==> src/lz78pc_pkg.sv <==
package lz78pc_pkg;

  // Field widths
  localparam int unsigned SYM_W       = 8;
  localparam int unsigned MAX_PHRASES = 4096;
  localparam int unsigned CNT_W       = 13;
  localparam int unsigned NODE_W      = $clog2(MAX_PHRASES + 1);

  // Hash table: twice the phrase capacity, so a probe chain always ends
  localparam int unsigned TAB_W     = $clog2(MAX_PHRASES) + 1;
  localparam int unsigned TAB_DEPTH = 1 << TAB_W;

  // Generation tag; zero marks a swept entry and is never a live tag
  localparam int unsigned EPOCH_W   = 8;
  localparam logic [EPOCH_W-1:0] EPOCH_FIRST = EPOCH_W'(1);
  localparam logic [EPOCH_W-1:0] EPOCH_MAX   = {EPOCH_W{1'b1}};

  // One table slot: (parent, symbol) key and the child node it names
  typedef struct packed {
    logic [EPOCH_W-1:0] epoch;
    logic [NODE_W-1:0]  parent;
    logic [SYM_W-1:0]   sym;
    logic [NODE_W-1:0]  child;
  } entry_t;

  // Table access for one cycle
  typedef struct packed {
    logic              re;
    logic [TAB_W-1:0]  raddr;
    logic              we;
    logic [TAB_W-1:0]  waddr;
    entry_t            wdata;
  } mem_req_t;

  // Result of one symbol
  typedef struct packed {
    logic [CNT_W-1:0] phrase_count;
    logic             phrase_ended;
    logic             store_full;
  } res_t;

  // Home slot of a (parent, symbol) key
  function automatic logic [TAB_W-1:0] slot_hash(logic [NODE_W-1:0] node,
                                                 logic [SYM_W-1:0]  sym);
    logic [TAB_W-1:0] spread;
    spread = {sym, sym[SYM_W-1 -: (TAB_W - SYM_W)]};
    return TAB_W'(node) ^ spread;
  endfunction

endpackage

==> src/lz78pc_if.sv <==


// Result channel
interface lz78pc_out_if;
  logic                          valid;
  logic                          ready;
  logic [lz78pc_pkg::CNT_W-1:0]  phrase_count;
  logic                          phrase_ended;
  logic                          store_full;

  modport source (output valid, phrase_count, phrase_ended, store_full, input ready);
  modport sink   (input valid, phrase_count, phrase_ended, store_full, output ready);
endinterface

==> src/lz78pc_obuf.sv <==
// Output register between the parser and the result channel
module lz78pc_obuf (
  input  logic                 clk_i,
  input  logic                 rst_ni,
  input  logic                 push_i,
  input  lz78pc_pkg::res_t     data_i,
  output logic                 free_o,
  lz78pc_out_if.source         res_o
);

  logic             valid_q, valid_d;
  lz78pc_pkg::res_t data_q;

  assign free_o = !valid_q || res_o.ready;

  always_comb begin
    valid_d = valid_q;
    if (push_i) begin
      valid_d = 1'b1;
    end else if (res_o.ready) begin
      valid_d = 1'b0;
    end
  end

  always_ff @(posedge clk_i or negedge rst_ni) begin
    if (!rst_ni) begin
      valid_q <= 1'b0;
    end else begin
      valid_q <= valid_d;
    end
  end

  always_ff @(posedge clk_i) begin
    if (push_i) begin
      data_q <= data_i;
    end
  end

  assign res_o.valid        = valid_q;
  assign res_o.phrase_count = data_q.phrase_count;
  assign res_o.phrase_ended = data_q.phrase_ended;
  assign res_o.store_full   = data_q.store_full;

endmodule
==> src/flat_wrapper.sv <==
// flat-port wrapper written by rule: the top's interface ports become plain ports
module lz78pc_obuf_flat 
  (clk_i, rst_ni, push_i, data_i, free_o, res_o_valid, res_o_phrase_count, res_o_phrase_ended, res_o_store_full, res_o_ready);
  lz78pc_out_if res_o_i ();
  input  logic clk_i;
  input  logic rst_ni;
  input  logic push_i;
  input  lz78pc_pkg::res_t data_i;
  output logic free_o;
  output wire logic [$bits(res_o_i.valid)-1:0] res_o_valid;
  output wire logic [$bits(res_o_i.phrase_count)-1:0] res_o_phrase_count;
  output wire logic [$bits(res_o_i.phrase_ended)-1:0] res_o_phrase_ended;
  output wire logic [$bits(res_o_i.store_full)-1:0] res_o_store_full;
  input wire logic [$bits(res_o_i.ready)-1:0] res_o_ready;
  assign res_o_valid = res_o_i.valid;
  assign res_o_phrase_count = res_o_i.phrase_count;
  assign res_o_phrase_ended = res_o_i.phrase_ended;
  assign res_o_store_full = res_o_i.store_full;
  assign res_o_i.ready = res_o_ready;
  lz78pc_obuf u_core (.clk_i(clk_i), .rst_ni(rst_ni), .push_i(push_i), .data_i(data_i), .free_o(free_o), .res_o(res_o_i));
endmodule
==> config.mk <==
export PLATFORM = sky130hd
export DESIGN_NAME = lz78pc_obuf_flat
export DESIGN_NICKNAME = d
export VERILOG_FILES = /design/src/lz78pc_pkg.sv /design/src/lz78pc_if.sv /design/src/lz78pc_obuf.sv /design/src/flat_wrapper.sv
export SDC_FILE = /design/constraint.sdc
export NUM_CORES = 1
export LEC_CHECK = 0
export ABC_AREA = 1
export BUFFER_PORTS_ARGS = -buffer_cell sky130_fd_sc_hd__buf_2
export CORE_AREA = 8 8 45 47
export CTS_BUF_LIST = sky130_fd_sc_hd__clkbuf_8
export CTS_CLUSTER_DIAMETER = 80
export DETAILED_ROUTE_END_ITERATION = 8
export DIE_AREA = 0 0 53 55
export GPL_TIMING_DRIVEN = 0
export PLACE_DENSITY = 0.7
export SETUP_SLACK_MARGIN = 0.5
export SLEW_MARGIN = 30
export SYNTH_ARGS = -nofsm -noshare
export SYNTH_HDL_FRONTEND = slang
export SYNTH_SLANG_ARGS = --single-unit
==> constraint.sdc <==
create_clock -name clk_i -period 1.85 [get_ports clk_i]
set_clock_uncertainty 0.15 [all_clocks]
set_input_delay 0.185 -clock clk_i [delete_from_list [all_inputs] [get_ports clk_i]]
set_output_delay 0.185 -clock clk_i [all_outputs]
set_load 0.03 [all_outputs]
======== Word-level counts from Yosys, hierarchy flattened ========
Index checks and enable logic that the tools add are counted.
storage, ports and cells
  input bits .............................. 19
  word-level logic and storage cells ...... 9
  register bits ........................... 16
  output and inout bits ................... 17
cells by class
  reduce and logical (&&, ||, !) cells .... 3
  multiplexer cells ....................... 2
operators with widths
  kind               count
  $mux 1             2
  $reduce_bool 2->1  1
  $logic_not 1->1    1
  $logic_or 1x1->1   1

======== Longest topological paths before layout ========
  word-level depth ........................ 2
  gate-level depth with buffers ........... 3
  gate-level depth less buffers ........... 3

======== Worst setup path after synthesis ========
No wires, ideal clock.
  kind .................................... reg2out
  start point ............................. register u_core.valid_q, in the netlist u_core.res_o.valid
  end point ............................... output port free_o
  cell stages (with the launch flop) ...... 2
  data arrival time ....................... 701 ps
  slack ................................... 814 ps
  cells stage by stage .................... dfrtp_1 nand2_2
between the ends
  word-level cells in the longest chain between the ends .. 2
RTL lines
  what                      RTL line           text
  start: declaration        lz78pc_obuf.sv:11  logic valid_q, valid_d;
  start signal: assignment  lz78pc_obuf.sv:29  valid_q <= valid_d;
  $logic_not 1->1           lz78pc_obuf.sv:14  assign free_o = !valid_q || res_o.ready;
  $logic_or 1x1->1          lz78pc_obuf.sv:14
  end: declaration          flat_wrapper.sv:9  output logic free_o;
Every way passes these cells.

======== Worst setup path in the final report ========
Same ends and word-level chain as after synthesis.

==> impl_metrics.yaml <==
power_and_ir_drop:
  p_leak_nw: 0.4007
  p_per_area_nw_per_um2: 930.1
  ir_drop_v: 0.0004993
worst_setup_path:
  crit_path_end: "free_o"
  worstSetupEndpointType: "output port"
  worstSetupPathDepth: 2
  cp_max_fo: 2
  crit_buf_inv: 1
  cp.required_ps: 1510
  path_class: "flip-flop to output port"
  reg2reg_slack_ps: 1080
  crit_slowest_cell: "dfrtp_1"
  crit_family: "flip-flops"
  cp.arrival_ps: 900
  rr_startpoint: "u_core.res_o.valid$_DFFE_PN0P_"
  startpoint_type: "flip-flop"
  critPathMaxStageDelay_ps: 390
  critPathLaunch: "u_core.res_o.valid$_DFFE_PN0P_"
  rr_worst_depth: 2
  worstPathCellList: "nand2_2, buf_2"
  r2r-end: "u_core.res_o.valid$_DFFE_PN0P_"
grt:
  grt-ovfl-total: 0
  grt_pass1_vias: 355
  antenna_found_initial: 0
  grt_start_max_net_pins: 17
  grt_pass1_wl_mm: 1.635
  grt_usage: 0.08189
sta:
  timing.setup.tns_ps: 0
  fin_crit_sh: 0.6699
  setup_viol: 0
  fin_hold_ws_ps: 33.17
  rsz0062_at_grt: "no"
  maxSlewHeadroom: 0.7725
  period_minus_slack_ps: 1239
  tightestPinTransition_ps: 341.2
  max_freq_mhz: 806.9
  finalHoldViolations: 0
  slew_viol_final: 0
cells_and_area:
  multi_input_area_um2: 12.51
  antenna_cells: 0
  final_cell_count_no_fill: 91
  drive_above_1_share: 0.5333
  fillers: 108
  layout.cells.most_common: "buf_2"
  register_area_um2: 475.5
  design_area_um2: 895.9
  num-nets-final: 95
  areaGrowthSynthToFinish_pct: 80.81
  final_cell_mix: "buf_2, dlygate4sd3_1, edfxtp_1"
place:
  gp_congestion: 0.5999
  port_buffers: 35
  placed_area_um2: 690.7
  dpl.cell_count: 71
flow_run:
  maxCapViolations: 0
cts:
  cts_max_path_buffers: 2
  h-tree-depth: 1
  cts_tree: "yes"
  cts_buffers: 3
  clock_latency_ps: 240
  cts.reportedPaths.clkPinSlew_ps: 60
  clock_sinks: 16
  root_buffer: "clkbuf_8"
synth:
  muxShareOfSynthArea: 0
  yosysWarnings: 0
  syn_nets: 39
  yosys.area_share.simple: 0.02525
  synth_compound_area_frac: 0
  synthXorXnorAreaFrac: 0
  netlist_area_um2: 495.5
  synth_fa_ha_area_frac: 0
  synth_seq_cells: 16
  yosysUniqueCellTypes: 4
  synth_top_family_by_area: "simple AND/OR/NAND/NOR gates"
  syn_area_per_cell_um2: 24.77
  yosysSeqAreaShare: 0.9596
  synth_cells: 20
die:
  fp.dieW_um: 53
  die_area_um2: 2915
  die_h_um: 55
  coreArea_um2: 1384
  ios: 36
  rows: 14
  floorplan.initialDensity: 0.3580
drt:
  initialDrtViolationCount: 0
  remaining_drc_errors: 0
  drtAntennaViolNets: 0
  wire_per_inst_um: 13.25
  vias: 362
  wirelength_mm: 1.206
  viasPerCell: 3.978
  first_pass_iters: 1
min_path:
  hp-class: "input pin to flip-flop"
status:
  outcome: "finished, final reports clean"
==> through the flow <==
step	power, mW	setup slack [ps]	util
6_report	0.8333	610.8	0.6474
2_1_floorplan	0.5080	813.8	-
3_3_place_gp	0.5566	870.9	0.4991
3_5_place_dp	0.5596	853.5	0.4991
4_1_cts	0.8422	598.5	0.6474
5_1_grt	0.8658	582.6	0.6474
==> layer usage <==
layer  global-route usage  routed length (µm)  vias to the layer above
li1                     -                   -                      183
met1              0.07544                 402                      161
met2               0.1406                 654                       16
met3              0.03476                 140                        2
met4              0.06466                   8                        0
met5                    0                   0                        -
==> power breakdown <==
| group | switching, mW | internal (mW) |
|---|---|---|
| Sequential | 0.00605 | 0.427 |
| Clock | 0.110 | 0.147 |
| Combinational | 0.0873 | 0.0556 |
==> kinds of logic after synthesis <==
logic type / count (synthesis)
buffers and inverters: 2
flip-flops: 16
AND/OR/NAND/NOR: 2
==> layout make-up <==
type / count / area share
clock inverters: 1 / 0.004190
clock buffers: 3 / 0.04609
repair buffers: 51 / 0.3743
inverters: 2 / 0.008380
multi-input cells: 2 / 0.01397
flip-flops and latches: 16 / 0.5307
well taps: 16 / 0.02235
==> worst min path at each step <==
stage	to	slack, ps	cells past startpoint	from
after floorplan	u_core.res_o.valid$_DFFE_PN0P_	-260	0	rst_ni
after global placement	u_core.res_o.valid$_DFFE_PN0P_	-190	1	rst_ni
after detailed placement	u_core.res_o.valid$_DFFE_PN0P_	-190	1	rst_ni
after CTS	u_core.res_o.valid$_DFFE_PN0P_	40	4	res_o_ready
after global routing	u_core.res_o.valid$_DFFE_PN0P_	40	4	res_o_ready
final	u_core.res_o.valid$_DFFE_PN0P_	30	4	res_o_ready
==> registers in the layout, summed over array words and instances (netlist names) <==
name,cells
u_core.res_o.phrase_count,13
u_core.res_o.phrase_ended,1
u_core.res_o.store_full,1
u_core.res_o.valid,1
==> Yosys cell counts (all sizes together) <==
cell type	number	area, µm²
edfxtp	15	450.4
dfrtp	1	25.02
inv	2	7.510
nand2	2	12.51
==> worst min-delay path, stage by stage <==
cell	delay [ps]
buf_2	70
inv_1	30
nand2_2	50
nand2_2	40
==> repair_timing <==
| action | CTS | global route |
|---|---|---|
| endpoints found under the hold margin | 16 | 0 |
| gates resized for setup | 0 | 0 |
| setup buffers | 0 | 0 |
| hold buffers | 16 | 0 |
(Power assumes the default switching activity.)
