<file path="config.mk">
export PLATFORM = sky130hd
export DESIGN_NAME = lz78pc_parse
export DESIGN_NICKNAME = d
export VERILOG_FILES = /design/src/lz78pc_pkg.sv /design/src/lz78pc_parse.sv
export SDC_FILE = /design/constraint.sdc
export NUM_CORES = 1
export LEC_CHECK = 0
export BUFFER_PORTS_ARGS = -buffer_cell sky130_fd_sc_hd__buf_4
export CAP_MARGIN = 0
export CELL_PAD_IN_SITES_DETAIL_PLACEMENT = 2
export CELL_PAD_IN_SITES_GLOBAL_PLACEMENT = 2
export CORE_ASPECT_RATIO = 0.6
export CORE_MARGIN = 5
export CORE_UTILIZATION = 39
export CTS_BUF_LIST = sky130_fd_sc_hd__clkbuf_8
export DETAILED_ROUTE_END_ITERATION = 12
export GPL_TIMING_DRIVEN = 0
export MAX_ROUTING_LAYER = met4
export PLACE_DENSITY_LB_ADDON = 0.1
export SLEW_MARGIN = 20
export SYNTH_ARGS = -nofsm -noshare
export SYNTH_HDL_FRONTEND = slang
export SYNTH_SLANG_ARGS = --single-unit
</file>
<file path="constraint.sdc">
create_clock -name clk_i -period 12 [get_ports clk_i]
set_clock_uncertainty 0.05 [all_clocks]
set_input_delay 2.4 -clock clk_i [delete_from_list [all_inputs] [get_ports clk_i]]
set_output_delay 2.4 -clock clk_i [all_outputs]
set_load 0.005 [all_outputs]
</file>
<file path="src/lz78pc_pkg.sv">
package lz78pc_pkg;

  // Field widths
  localparam int unsigned SYM_W       = 8;
  localparam int unsigned MAX_PHRASES = 4096;
  localparam int unsigned CNT_W       = 13;
  localparam int unsigned NODE_W      = $clog2(MAX_PHRASES + 1);

  // Hash table: twice the phrase capacity, so a probe chain always ends
  localparam int unsigned TAB_W     = $clog2(MAX_PHRASES) + 1;
  localparam int unsigned TAB_DEPTH = 1 << TAB_W;

  // Generation tag; zero marks a swept entry and is never a live tag
  localparam int unsigned EPOCH_W   = 8;
  localparam logic [EPOCH_W-1:0] EPOCH_FIRST = EPOCH_W'(1);
  localparam logic [EPOCH_W-1:0] EPOCH_MAX   = {EPOCH_W{1'b1}};

  // One table slot: (parent, symbol) key and the child node it names
  typedef struct packed {
    logic [EPOCH_W-1:0] epoch;
    logic [NODE_W-1:0]  parent;
    logic [SYM_W-1:0]   sym;
    logic [NODE_W-1:0]  child;
  } entry_t;

  // Table access for one cycle
  typedef struct packed {
    logic              re;
    logic [TAB_W-1:0]  raddr;
    logic              we;
    logic [TAB_W-1:0]  waddr;
    entry_t            wdata;
  } mem_req_t;

  // Result of one symbol
  typedef struct packed {
    logic [CNT_W-1:0] phrase_count;
    logic             phrase_ended;
    logic             store_full;
  } res_t;

  // Home slot of a (parent, symbol) key
  function automatic logic [TAB_W-1:0] slot_hash(logic [NODE_W-1:0] node,
                                                 logic [SYM_W-1:0]  sym);
    logic [TAB_W-1:0] spread;
    spread = {sym, sym[SYM_W-1 -: (TAB_W - SYM_W)]};
    return TAB_W'(node) ^ spread;
  endfunction

endpackage

</file>
<file path="src/lz78pc_parse.sv">
// Parser control: hashed lookup with linear probing, insert, generation sweep
module lz78pc_parse (
  input  logic                              clk_i,
  input  logic                              rst_ni,
  input  logic                              in_valid_i,
  input  logic [lz78pc_pkg::SYM_W-1:0]      in_symbol_i,
  input  logic                              in_first_i,
  output logic                              in_ready_o,
  input  logic                              out_free_i,
  input  lz78pc_pkg::entry_t                rd_data_i,
  output lz78pc_pkg::mem_req_t              mem_req_o,
  output logic                              res_push_o,
  output lz78pc_pkg::res_t                  res_o
);

  localparam int unsigned NODE_W  = lz78pc_pkg::NODE_W;
  localparam int unsigned CNT_W   = lz78pc_pkg::CNT_W;
  localparam int unsigned TAB_W   = lz78pc_pkg::TAB_W;
  localparam int unsigned SYM_W   = lz78pc_pkg::SYM_W;
  localparam int unsigned EPOCH_W = lz78pc_pkg::EPOCH_W;

  // Control state
  logic               busy_q, busy_d;
  logic               clr_q, clr_d;
  logic               pend_q, pend_d;
  logic [TAB_W-1:0]   clr_addr_q, clr_addr_d;
  logic [EPOCH_W-1:0] epoch_q, epoch_d;
  logic [NODE_W-1:0]  node_q, node_d;
  logic [CNT_W-1:0]   cnt_q, cnt_d;
  logic               full_q, full_d;
  logic               fwd_q, fwd_d;

  // Lookup key and slot of the read in flight
  logic [TAB_W-1:0]   slot_q, slot_d;
  logic [NODE_W-1:0]  par_q, par_d;
  logic [SYM_W-1:0]   sym_q, sym_d;
  logic [TAB_W-1:0]   fwd_slot_q;
  lz78pc_pkg::entry_t fwd_ent_q;

  lz78pc_pkg::entry_t   ent;
  lz78pc_pkg::mem_req_t req;
  logic               live, match, decide, resolve, room, ended, ins;
  logic               clr_last, in_ready, accept, wrap;
  logic [NODE_W-1:0]  node_r, base;
  logic [CNT_W-1:0]   cnt_r;
  logic               full_r;

  always_comb begin
    // Slot contents, bypassing a write made in the cycle the read was issued
    ent   = (fwd_q && (fwd_slot_q == slot_q)) ? fwd_ent_q : rd_data_i;
    live  = (ent.epoch == epoch_q);
    match = live && (ent.parent == par_q) && (ent.sym == sym_q);

    decide  = busy_q && (match || !live);
    resolve = decide && out_free_i;
    room    = (cnt_q < CNT_W'(lz78pc_pkg::MAX_PHRASES));

    // Outcome of the current lookup
    node_r = node_q;
    cnt_r  = cnt_q;
    full_r = full_q;
    ended  = 1'b0;
    ins    = 1'b0;
    if (match) begin
      node_r = ent.child;
    end else begin
      node_r = '0;
      if (room) begin
        cnt_r = CNT_W'(cnt_q + 1'b1);
        ended = 1'b1;
        ins   = 1'b1;
      end else begin
        full_r = 1'b1;
      end
    end

    clr_last = clr_q && (clr_addr_q == {TAB_W{1'b1}});
    in_ready = !clr_q && !pend_q && (!busy_q || resolve);
    accept   = in_valid_i && in_ready;
    base     = in_first_i ? '0 : (resolve ? node_r : node_q);
    wrap     = in_first_i && (epoch_q == lz78pc_pkg::EPOCH_MAX);

    // Next state
    busy_d     = busy_q;
    clr_d      = clr_q;
    pend_d     = pend_q;
    clr_addr_d = clr_addr_q;
    epoch_d    = epoch_q;
    node_d     = node_q;
    cnt_d      = cnt_q;
    full_d     = full_q;
    slot_d     = slot_q;
    par_d      = par_q;
    sym_d      = sym_q;

    if (resolve) begin
      node_d = node_r;
      cnt_d  = cnt_r;
      full_d = full_r;
      busy_d = 1'b0;
    end

    // Occupied by another key: step to the next slot
    if (busy_q && live && !match) begin
      slot_d = TAB_W'(slot_q + 1'b1);
    end

    if (accept) begin
      par_d = base;
      sym_d = in_symbol_i;
      if (in_first_i) begin
        cnt_d  = '0;
        full_d = 1'b0;
        node_d = '0;
      end
      if (wrap) begin
        // Tags exhausted: sweep the table before this symbol
        clr_d      = 1'b1;
        clr_addr_d = '0;
        pend_d     = 1'b1;
        epoch_d    = lz78pc_pkg::EPOCH_FIRST;
        busy_d     = 1'b0;
      end else begin
        if (in_first_i) begin
          epoch_d = EPOCH_W'(epoch_q + 1'b1);
        end
        busy_d = 1'b1;
        slot_d = lz78pc_pkg::slot_hash(base, in_symbol_i);
      end
    end

    // Sweep
    if (clr_q) begin
      clr_addr_d = TAB_W'(clr_addr_q + 1'b1);
      if (clr_last) begin
        clr_d = 1'b0;
        if (pend_q) begin
          pend_d = 1'b0;
          busy_d = 1'b1;
          slot_d = lz78pc_pkg::slot_hash(par_q, sym_q);
        end
      end
    end

    // Table access
    req.re    = busy_d;
    req.raddr = slot_d;
    req.we    = clr_q || (resolve && ins);
    req.waddr = clr_q ? clr_addr_q : slot_q;
    if (clr_q) begin
      req.wdata = '0;
    end else begin
      req.wdata.epoch  = epoch_q;
      req.wdata.parent = par_q;
      req.wdata.sym    = sym_q;
      req.wdata.child  = NODE_W'(cnt_r);
    end
    fwd_d = req.we;
  end

  // Control registers
  always_ff @(posedge clk_i or negedge rst_ni) begin
    if (!rst_ni) begin
      busy_q     <= 1'b0;
      clr_q      <= 1'b1;
      pend_q     <= 1'b0;
      clr_addr_q <= '0;
      epoch_q    <= lz78pc_pkg::EPOCH_FIRST;
      node_q     <= '0;
      cnt_q      <= '0;
      full_q     <= 1'b0;
      fwd_q      <= 1'b0;
    end else begin
      busy_q     <= busy_d;
      clr_q      <= clr_d;
      pend_q     <= pend_d;
      clr_addr_q <= clr_addr_d;
      epoch_q    <= epoch_d;
      node_q     <= node_d;
      cnt_q      <= cnt_d;
      full_q     <= full_d;
      fwd_q      <= fwd_d;
    end
  end

  // Key and bypass payload
  always_ff @(posedge clk_i) begin
    slot_q     <= slot_d;
    par_q      <= par_d;
    sym_q      <= sym_d;
    fwd_slot_q <= req.waddr;
    fwd_ent_q  <= req.wdata;
  end

  assign in_ready_o          = in_ready;
  assign mem_req_o           = req;
  assign res_push_o          = resolve;
  assign res_o.phrase_count  = cnt_r;
  assign res_o.phrase_ended  = ended;
  assign res_o.store_full    = full_r;

endmodule

</file>
; ---- Word level (Yosys, flattened, before mapping)
; Index checks and enable logic that the tools add are counted.
[word_totals]
reg_bits = 141
input_bits = 55
out_inout_bits = 87
wordCells = 101
[classes]
addsub = 4
order_cmp = 1
eq_ne = 6
n_mux = 45
bitwise = 2
reduce_logical = 26
[ops]
columns = cell, n
row1 = 13-bit 2-to-1 mux, 19
row2 = 42-bit 2-to-1 mux, 2
row3 = 13-bit by 1-bit adder with 13-bit output (second input constant), 3
row4 = 13-bit == test, 2
row5 = 13-bit bitwise XOR, 2
row6 = 1-bit 2-to-1 mux, 22
row7 = 8-bit == test, 2
row8 = 8-bit 2-to-1 mux, 2
row9 = 13-bit == test (second input constant), 1
row10 = 1-bit logical AND, 13
row11 = 13-bit < comparator (second input constant), 1
row12 = 8-bit by 1-bit adder with 8-bit output (second input constant), 1
row13 = 8-bit == test (second input constant), 1
row14 = 2-bit nonzero test, 3
row15 = 1-bit logical NOT, 5
row16 = 2-bit AND reduction, 2
row17 = 1-bit logical OR, 3

; ---- Logic depth before layout (Yosys ltp)
; Gate-level depths: netlist (run 1).
[logic_depth]
ltp_word = 17
ltp_mapped = 13
mapped_depth_nobuf = 10

; ---- Least setup slack after synthesis (run 1)
; Ideal clock, no wire load.
[synth_path]
path_kind = input to output
start = input port rd_data_i[32] (netlist name)
end = output port mem_req_o[56] (netlist name)
t_arrival_ps = 5967
t_required_ps = 9550
slack_ps = 3583
cell_stages = 11
path_buffers = 1
path_cell_list = xnor2_1 -> o221ai_1 -> a2111o_1 -> or4_1 -> nand2_2 -> nand4b_2 -> a21oi_1 -> nand2_1 -> clkbuf_1 -> nand3_1 -> o221a_1
[synth_rtl]
columns = element, line_no
row1 = "start, declared", lz78pc_parse.sv:10  ; input lz78pc_pkg::entry_t rd_data_i,
row2 = "end, declared", lz78pc_parse.sv:11  ; output lz78pc_pkg::mem_req_t mem_req_o,

==> metrics.md, run 1 <==
| Metric | Value |
|---|---|
| Clock buffer depth | `2` |
| Die W | `around 190 um` |
| Combinational power share | `between 20% and 30%` |
| Hold Path Class | `flop to flop` |
| Setup bufs post-CTS | `0` |
| Period minus WS final | `around 8.6 ns` |
| Fraction of power consumed by the clock network | `roughly 33%` |
| Synth Warn # | `0` |
| Final setup vio count | `0` |
| Sw Ratio | `31.31%` |
| Avg Inst Size Synth | `10.19 um^2` |
| Post_cts resized | `0` |
| Die Y | `approximately 120 um` |
| Synth Register Bits | `141` |
| Worst r2r src | `slot_q[6]$_DFF_P_` |
| Cells after Synth | `712` |
| Crit. End Element | `output port` |
| 1st-pass router iterations | `5` |
| Max-cap viol count | `0` |
| RSZ-0062 raised after global routing | `false` |
| HP Start | `full_q$_DFF_PN0_` |
| DR WL/cell | `24.19 um` |
| Synth Flop Type | `dfxtp_1` |
| Setup Slack @ Placement | `roughly 3.6 ns` |
| Initial antenna violation count | `0` |
| Grt ovf | `0` |
| Register area share after synthesis | `45.41%` |
| Worst-Margin Slew | `around 1.0 ns` |
| P_sw | `0.4136 mW` |
| Internal power | `about 0.9 mW` |
| Ys async rst share | `36.88%` |
| Initial DRC count | `about 320` |
| Power Density | `between 100 and 150 nW/um^2` |
| Final wirelength | `between 20000 and 30000 um` |
| Worst endpoint required time | `~9.6 ns` |
| Total CTS buffers | `17` |
| First-pass GRT wire length | `41300 um` |
| Clk root buf | `clkbuf_8` |
| Post-DP Area | `slightly below 9000 um^2` |
| Critical-path maximum fanout | `9` |
| Post-synth EDFFs | `21` |
| Crit share post-route | `between 70% and 80%` |
| Seq pwr share | `43.3%` |
| Reg2reg path depth | `12` |
| Design area | `9097 um^2` |
| Vias in the first global route | `slightly below 7000` |
| CTS Sinks | `~140` |
| Vias post-DR | `around 6100` |
| GR Layer Usage met3 | `under 10%` |
| CTS tree | `yes` |
| Synthesized area | `~7300 um^2` |
| GR Layer Usage met2 | `41.48%` |
| Setup_tns | `0 ns` |
| Met1 usage in global routing | `35.82%` |
| Worst EP arrival | `6.14 ns` |
| Gr usage total | `between 20% and 30%` |
| Clock-pin slew of the registers on the worst-case setup and hold paths | `about 0.08 ns` |
| Fin worst setup slack | `3.405 ns` |
| Fmax achieved | `roughly 120 MHz` |
| CP Class | `input port to output port` |
| Leak | `about 4.0 nW` |
| Post-Syn Nets | `771` |
| Antenna diode count | `0` |
| CP startpoint | `rd_data_i[32]` |
| CP startpoint kind | `input port` |
| Buffers on Ports | `141` |
| GR peak layer | `met2` |
| Worst relative slew slack | `between 30 and 40%` |
| Cell count of the worst hold path | `2` |
| Core area | `~18000 um^2` |
| Slew Limit Fails | `0` |
| Initial Utilization | `roughly two fifths` |
| Share of layout cells above drive strength 1 | `about a quarter` |
| Syn-to-layout area delta | `25.36%` |
| Reg2reg setup slack | `between 7 and 8 ns` |
| RePlAce Congestion | `around 0.80` |
| Io pins | `approximately 140` |
| Post-CTS Hold Buffers | `0` |
| Die area | `roughly 22000 um^2` |
| Final net count | `932` |
| Final hold violations | `0` |
| Outcome | `finished clean` |
| # DRC | `0` |
| Clk_lat worst skew | `roughly 0.48 ns` |
| DP HPWL | `between 20000 and 25000 um` |
| Unique masters post-synth | `64` |
| Worst hold slack | `approximately 0.46 ns` |
| Post-DRT Antenna Nets | `0` |
| Peak supply drop | `between 0.07 and 0.08 mV` |
| CTS HTree Levels | `4` |
| Vias/cell | `around 5.4` |
| Std-Cell Rows | `38` |
| Largest net degree at the start of global routing | `53` |
[cell families (layout without fill, tap and decap cells)]
group / Yosys count / count (layout) / share of synthesized area [%]
buffers and inverters: 64 / 238 / 4.052
DFF: 141 / 141 / 45.41
and+or+nand+nor: 239 / 239 / 17.45
AOI/OAI and AO/OA: 102 / 102 / 11.71
xor gates and xnor gates: 131 / 131 / 16.12
muxes: 31 / 31 / 4.569
adders and majority gates: 4 / 4 / 0.6897
[layout make-up]
cell class,count,area (um^2)
Sequential cell,141,3296
Tap cell,240,300.3
Fill cell,1914,9065
Timing Repair Buffer,142,1086
Buffer,40,203.9
Clock buffer,19,261.5
Clock inverter,13,175.2
Multi-Input combinational cell,507,3685
Inverter,24,90.09
[per-stage QoR]
stage	utilization, %	instances	power, mW
final	50.09	1126	1.321
after global routing	50.09	1126	1.377
after CTS	50.06	1126	1.330
after detailed placement	47.65	1094	0.8874
after global placement	47.44	1093	0.8651
after floorplan	-	712	0.7315
[layer usage]
metal / wire length, um / vias up / part of all wire [%]
li1: - / 2779 / -
met1: 12880 / 3125 / 47
met2: 12780 / 159 / 47
met3: 1308 / 26 / 4.8
met4: 270 / 0 / 0.99
met5: 0 / - / 0
[registers in the layout (all words and copies together) (netlist names)]
signal	cells
cnt_q	13
busy_q	1
fwd_q	1
par_q	13
pend_q	1
full_q	1
epoch_q	8
clr_q	1
node_q	13
fwd_slot_q	13
clr_addr_q	13
fwd_ent_q	42
sym_q	8
slot_q	13
[worst paths after layout]
| path | endpoint |
|---|---|
| max | mem_req_o[61] |
| min | full_q$_DFF_PN0_ |
| max reg2reg | slot_q[5]$_DFF_P_ |
| min reg2reg | full_q$_DFF_PN0_ |
| max in group asynchronous | clr_addr_q[6]$_DFFE_PN0P_ |
| min in group asynchronous | epoch_q[2]$_DFFE_PN0P_ |
[cell usage after synthesis (all sizes together) (3+ instances only)]
cell type | instances | share of area, %
a21o | 3 | 0.31
a21oi | 23 | 1.6
a22o | 18 | 2.3
a31oi | 10 | 0.95
and2 | 4 | 0.34
and3 | 7 | 0.60
buf | 16 | 1.6
clkbuf | 24 | 1.2
dfrtp | 50 | 17
dfxtp | 68 | 19
edfxtp | 21 | 8.7
ha | 4 | 0.69
inv | 24 | 1.2
mux2 | 14 | 2.2
mux2i | 17 | 2.4
nand2 | 37 | 1.9
nand2b | 3 | 0.26
nand3 | 26 | 1.8
nand4 | 22 | 1.9
nor2 | 62 | 3.2
nor2b | 44 | 3.8
nor3 | 9 | 0.62
nor4 | 11 | 1.4
o21a | 3 | 0.31
o21ai | 13 | 0.95
o221a | 4 | 0.62
o22ai | 8 | 0.69
o2bb2ai | 4 | 1.5
or3 | 8 | 0.83
xnor2 | 54 | 6.7
xor2 | 77 | 9.4
[power by group through the flow]
stage | combinational [mW] | clock, mW | sequential [mW]
detailed placement | 0.307 | 0 | 0.581
finish | 0.310 | 0.439 | 0.572
CTS | 0.312 | 0.446 | 0.572
floorplan | 0.166 | 0 | 0.566
global route | 0.335 | 0.466 | 0.577
global placement | 0.289 | 0 | 0.577
[layout by cell type, fill, tap and decap left out, types with 3 or more instances in the layout]
cell type / synthesis / final
a21o_1: 3 / 3
a21oi_1: 23 / 22
a22o_1: 12 / 12
a22o_2: 6 / 6
a31oi_1: 9 / 8
and2_1: 4 / 4
and3_1: 7 / 7
buf_2: 7 / 7
buf_4: 4 / 145
buf_6: 4 / 4
bufinv_16: 0 / 4
clkbuf_1: 24 / 24
clkbuf_8: 0 / 19
dfrtp_1: 50 / 50
dfxtp_1: 68 / 68
edfxtp_1: 21 / 21
ha_1: 4 / 4
inv_1: 23 / 26
mux2_2: 14 / 14
mux2i_1: 16 / 16
nand2_1: 36 / 36
nand2b_1: 3 / 3
nand3_1: 26 / 26
nand4_1: 22 / 22
nor2_1: 62 / 62
nor2b_1: 44 / 44
nor3_1: 9 / 9
nor4_1: 8 / 8
o21a_1: 3 / 3
o21ai_0: 12 / 12
o221a_1: 4 / 4
o22ai_1: 8 / 8
o2bb2ai_4: 4 / 4
or3_1: 6 / 6
xnor2_1: 52 / 52
xor2_1: 76 / 76
[critical path, stage by stage]
cell and delay (ns):
buf_4 0.11, xnor2_1 0.15, o221ai_1 0.13, a2111o_1 0.47, nor4_1 0.56, o211ai_2 0.21, nor4_2 0.88, a22o_2 0.32
xor2_1 0.27, o22ai_1 0.21, a31oi_1 0.28, buf_4 0.16
No activity file was read; power rests on OpenSTA's default activity.
==> inputs of run 2 (changes only) <==
ABC_AREA = 1   (was unset)
CORE_UTILIZATION = 29   (was 39)
clock period = 7.05 ns   (was 12 ns; I/O delays follow)
==> run 2 against run 1 <==
Sequential power is 64% higher. Synthesized area rose by 13%. Final area is 12% higher. Critical path depth is 13 higher. Clock power increased by 75%.
==> metrics.md, run 2 <==
| Metric | Value |
|---|---|
| Post-CTS Hold Buffers | `0 (unchanged)` |
| Core area | `27760 um^2 (+53%)` |
| Slew Limit Fails | `0 (unchanged)` |
| Setup_tns | `0 ns (unchanged)` |
| Reg2reg path depth | `24 (+12)` |
| Avg Inst Size Synth | `7.006 um^2 (-31%)` |
| Gr usage total | `23.90% (-2.6 points)` |
| Worst relative slew slack | `33.03% (+2.7 points)` |
| Post-DRT Antenna Nets | `0 (unchanged)` |
| Largest net degree at the start of global routing | `53 (unchanged)` |
| R2r endpoint | `slot_q[8]$_DFF_P_` |
| Fin worst setup slack | `0.8030 ns (-2.602 ns)` |
| Synth Register Bits | `141 (unchanged)` |
| Die W | `227.5 um (+22%)` |
| Ys async rst share | `36.88% (unchanged)` |
| Most numerous cell in the Yosys netlist | `nand2_1` |
| Synth Flop Type | `dfxtp_1` |
| Worst EP arrival | `4.79 ns (-1.35 ns)` |
| Unique masters post-synth | `43 (-33%)` |
| Crit. End Element | `output port` |
| Post_cts resized | `0 (unchanged)` |
| RSZ-0062 raised after global routing | `false` |
| Synth top area cells | `dfxtp_1 (17%), dfrtp_1 (15%), nand2_1 (14%)` |
| Syn-to-layout area delta | `23.92%` |
| Clk_lat worst skew | `0.49 ns (about the same)` |
| Clock-pin slew of the registers on the worst-case setup and hold paths | `0.09 ns (about the same)` |
| Std-Cell Rows | `47 (+24%)` |
| RePlAce Congestion | `0.9264 (+16%)` |
| Cell count of the worst hold path | `1 (-1)` |
| Hold Path Class | `flop to flop` |
| CTS Sinks | `141 (unchanged)` |
| Yosys top cell area share | `16.54% (-2.2 points)` |
| Final wirelength | `37190 um (+37%)` |
| Crit share post-route | `about 90%` |
| CP startpoint kind | `flop` |
| Biggest register | `fwd_ent_q` |
| Commonest non-fill, non-tap cell in the layout | `nand2_1` |
| Reg2reg setup slack | `2.75 ns (-4.65 ns)` |
| Post-Syn Nets | `1234 (+60%)` |
| Clock buffer depth | `2 (unchanged)` |
| Max-cap viol count | `0 (unchanged)` |
| Buffers on Ports | `141 (unchanged)` |
| Post-synth top cells | `nand2_1 (303), inv_1 (193), nand3_1 (133)` |
| Setup Slack @ Placement | `1.400 ns (-2.185 ns)` |
| Setup bufs post-CTS | `0 (unchanged)` |
| DP HPWL | `29950 um (+46%)` |
| Final hold violations | `0 (unchanged)` |
| # DRC | `0 (unchanged)` |
| Synthesized area | `8232 um^2 (+13%)` |
| CTS HTree Levels | `4 (unchanged)` |
| Cells after Synth | `1175 (+65%)` |
| Cell taking the most area after synthesis | `dfxtp_1` |
| 1st-pass router iterations | `5 (unchanged)` |
| Total CTS buffers | `17 (unchanged)` |
| Synth Warn # | `0 (unchanged)` |
| Antenna diode count | `0 (unchanged)` |
| Final setup vio count | `0 (unchanged)` |
| Outcome | `finished clean` |
| Initial DRC count | `469 (+48%)` |
| Worst-Margin Slew | `1.003 ns (-0.03295 ns)` |
| Share of layout cells above drive strength 1 | `18.38% (-8.0 points)` |
| Max reg flops | `42 (unchanged)` |
| CP Class | `flop to output port` |
| Register area share after synthesis | `40.04% (-5.4 points)` |
| CTS tree | `yes` |
| Initial Utilization | `29.66% (-10 points)` |
| Fmax achieved | `around 160 MHz` |
| Critical-path maximum fanout | `10 (+1)` |
| Post-synth EDFFs | `21 (unchanged)` |
| Register area | `3296 um^2 (unchanged)` |
| Peak supply drop | `0.1217 mV (+59%)` |
| DR WL/cell | `21.67 um (-10%)` |
| Vias/cell | `4.918 (-9.1%)` |
| Hold Path End | `epoch_q[6]$_DFFE_PN0P_` |
| Die Y | `140.5 um (+21%)` |
| Grt ovf | `0 (unchanged)` |
| Most frequent cells in the layout | `nand2_1 (303), inv_1 (194), buf_4 (146)` |
| Final net count | `1395 (+50%)` |
| Filler cell count in the final layout | `3342 (+75%)` |
| Power Density | `215.5 nW/um^2 (+48%)` |
| Leak | `5.470 nW (+38%)` |
| Clk root buf | `clkbuf_8` |
| Initial antenna violation count | `1 (+1)` |
| First-pass GRT wire length | `55920 um (+35%)` |
| Io pins | `142 (unchanged)` |
| Vias post-DR | `8439 (+39%)` |
| Period minus WS final | `6.247 ns` |
| Vias in the first global route | `9010 (+30%)` |
| Worst endpoint required time | `5.59 ns (-3.96 ns)` |
| Area occupied by multi-input gates | `3945 um^2 (+7.1%)` |
| HP Start | `epoch_q[6]$_DFFE_PN0P_` |
| Die area | `31960 um^2 (+49%)` |
| Worst r2r src | `slot_q[0]$_DFF_P_` |
run 2: changes by cell type in the layout (fill, tap and decap cells not counted), sizes merged, moves of 44 or more:
cell,delta
nand3,+109
xnor2,-53
nor2b,-44
xor2,-51
inv,+181
nand2,+276
nor2,+57
run 2: worst max path at each step:
stage,from,depth (start not counted),endpoint,slack (ns)
after floorplan,rd_data_i[32],17,mem_req_o[59],2.64
after global placement,in_first_i,9,mem_req_o[61],0.92
after detailed placement,rd_data_i[39],20,mem_req_o[64],1.40
after CTS,slot_q[0]$_DFF_P_,25,mem_req_o[64],0.84
after global routing,slot_q[0]$_DFF_P_,25,mem_req_o[64],0.51
final,slot_q[0]$_DFF_P_,25,mem_req_o[64],0.80
run 2: cells by family (layout without fill, tap and decap cells):
| family | after synthesis | count (layout) | share of synthesized area, % |
|---|---|---|---|
| fa+ha+maj | 4 | 4 | 0.6080 |
| simple gates | 635 | 635 | 35.32 |
| compound gates | 107 | 107 | 7.144 |
| xor+xnor | 27 | 27 | 2.873 |
| flops | 141 | 141 | 40.04 |
| mux | 14 | 14 | 1.900 |
| buf+inv | 247 | 421 | 12.11 |
run 2: final cells by class:
| type | instances | share of cell area [%] |
|---|---|---|
| Tap cell | 367 | 4.501 |
| Inverter | 207 | 7.617 |
| Timing Repair Buffer | 142 | 10.43 |
| Buffer | 40 | 2.159 |
| Sequential cell | 141 | 32.31 |
| Clock buffer | 20 | 2.698 |
| Multi-Input combinational cell | 787 | 38.67 |
| Clock inverter | 12 | 1.619 |
run 2: stage by stage:
step	cell area, um^2	power [mW]	utilization [%]	instances	hold WS (ns)
6_report	10200	2.198	36.75	1716	0.4789
2_1_floorplan	8232	1.236	-	1175	0.4332
3_3_place_gp	9749	1.418	35.12	1683	0.4607
3_5_place_dp	9761	1.443	35.17	1684	0.4678
4_1_cts	10200	2.216	36.75	1716	0.4848
5_1_grt	10200	2.322	36.75	1716	0.4977
run 2: metal layers:
metal | wire, um | global-route usage, %
met2 | 15040 | 32.61
met3 | 1909 | 4.412
met1 | 19930 | 36.59
met4 | 316 | 4.591
met5 | 0 | -
run 2: power breakdown:
| part | internal, mW | leakage, nW | switching [mW] |
|---|---|---|---|
| registers | 0.882 | 1.30 | 0.0549 |
| logic | 0.191 | 3.93 | 0.300 |
| clock network | 0.411 | 0.234 | 0.359 |
| total | 1.48 | 5.47 | 0.714 |
run 2: critical path, cell delays in order, from the launching register on:
cell	delay, ns
dfxtp_1	0.49
inv_2	0.13
nand2_1	0.19
nand2_1	0.08
nor2_1	0.11
nand2_2	0.13
nor2_8	0.21
buf_4	0.23
nand3_1	0.09
nand3_1	0.10
nand2_1	0.06
inv_1	0.05
nand2_1	0.07
nor2_1	0.09
nand2_1	0.22
nor2_4	0.25
nand2_4	0.13
nand2_4	0.12
nand2_4	0.12
buf_2	0.25
nand2_1	0.13
nand3_1	0.09
nand2_1	0.10
nand3_1	0.27
a21oi_1	0.40
buf_4	0.18
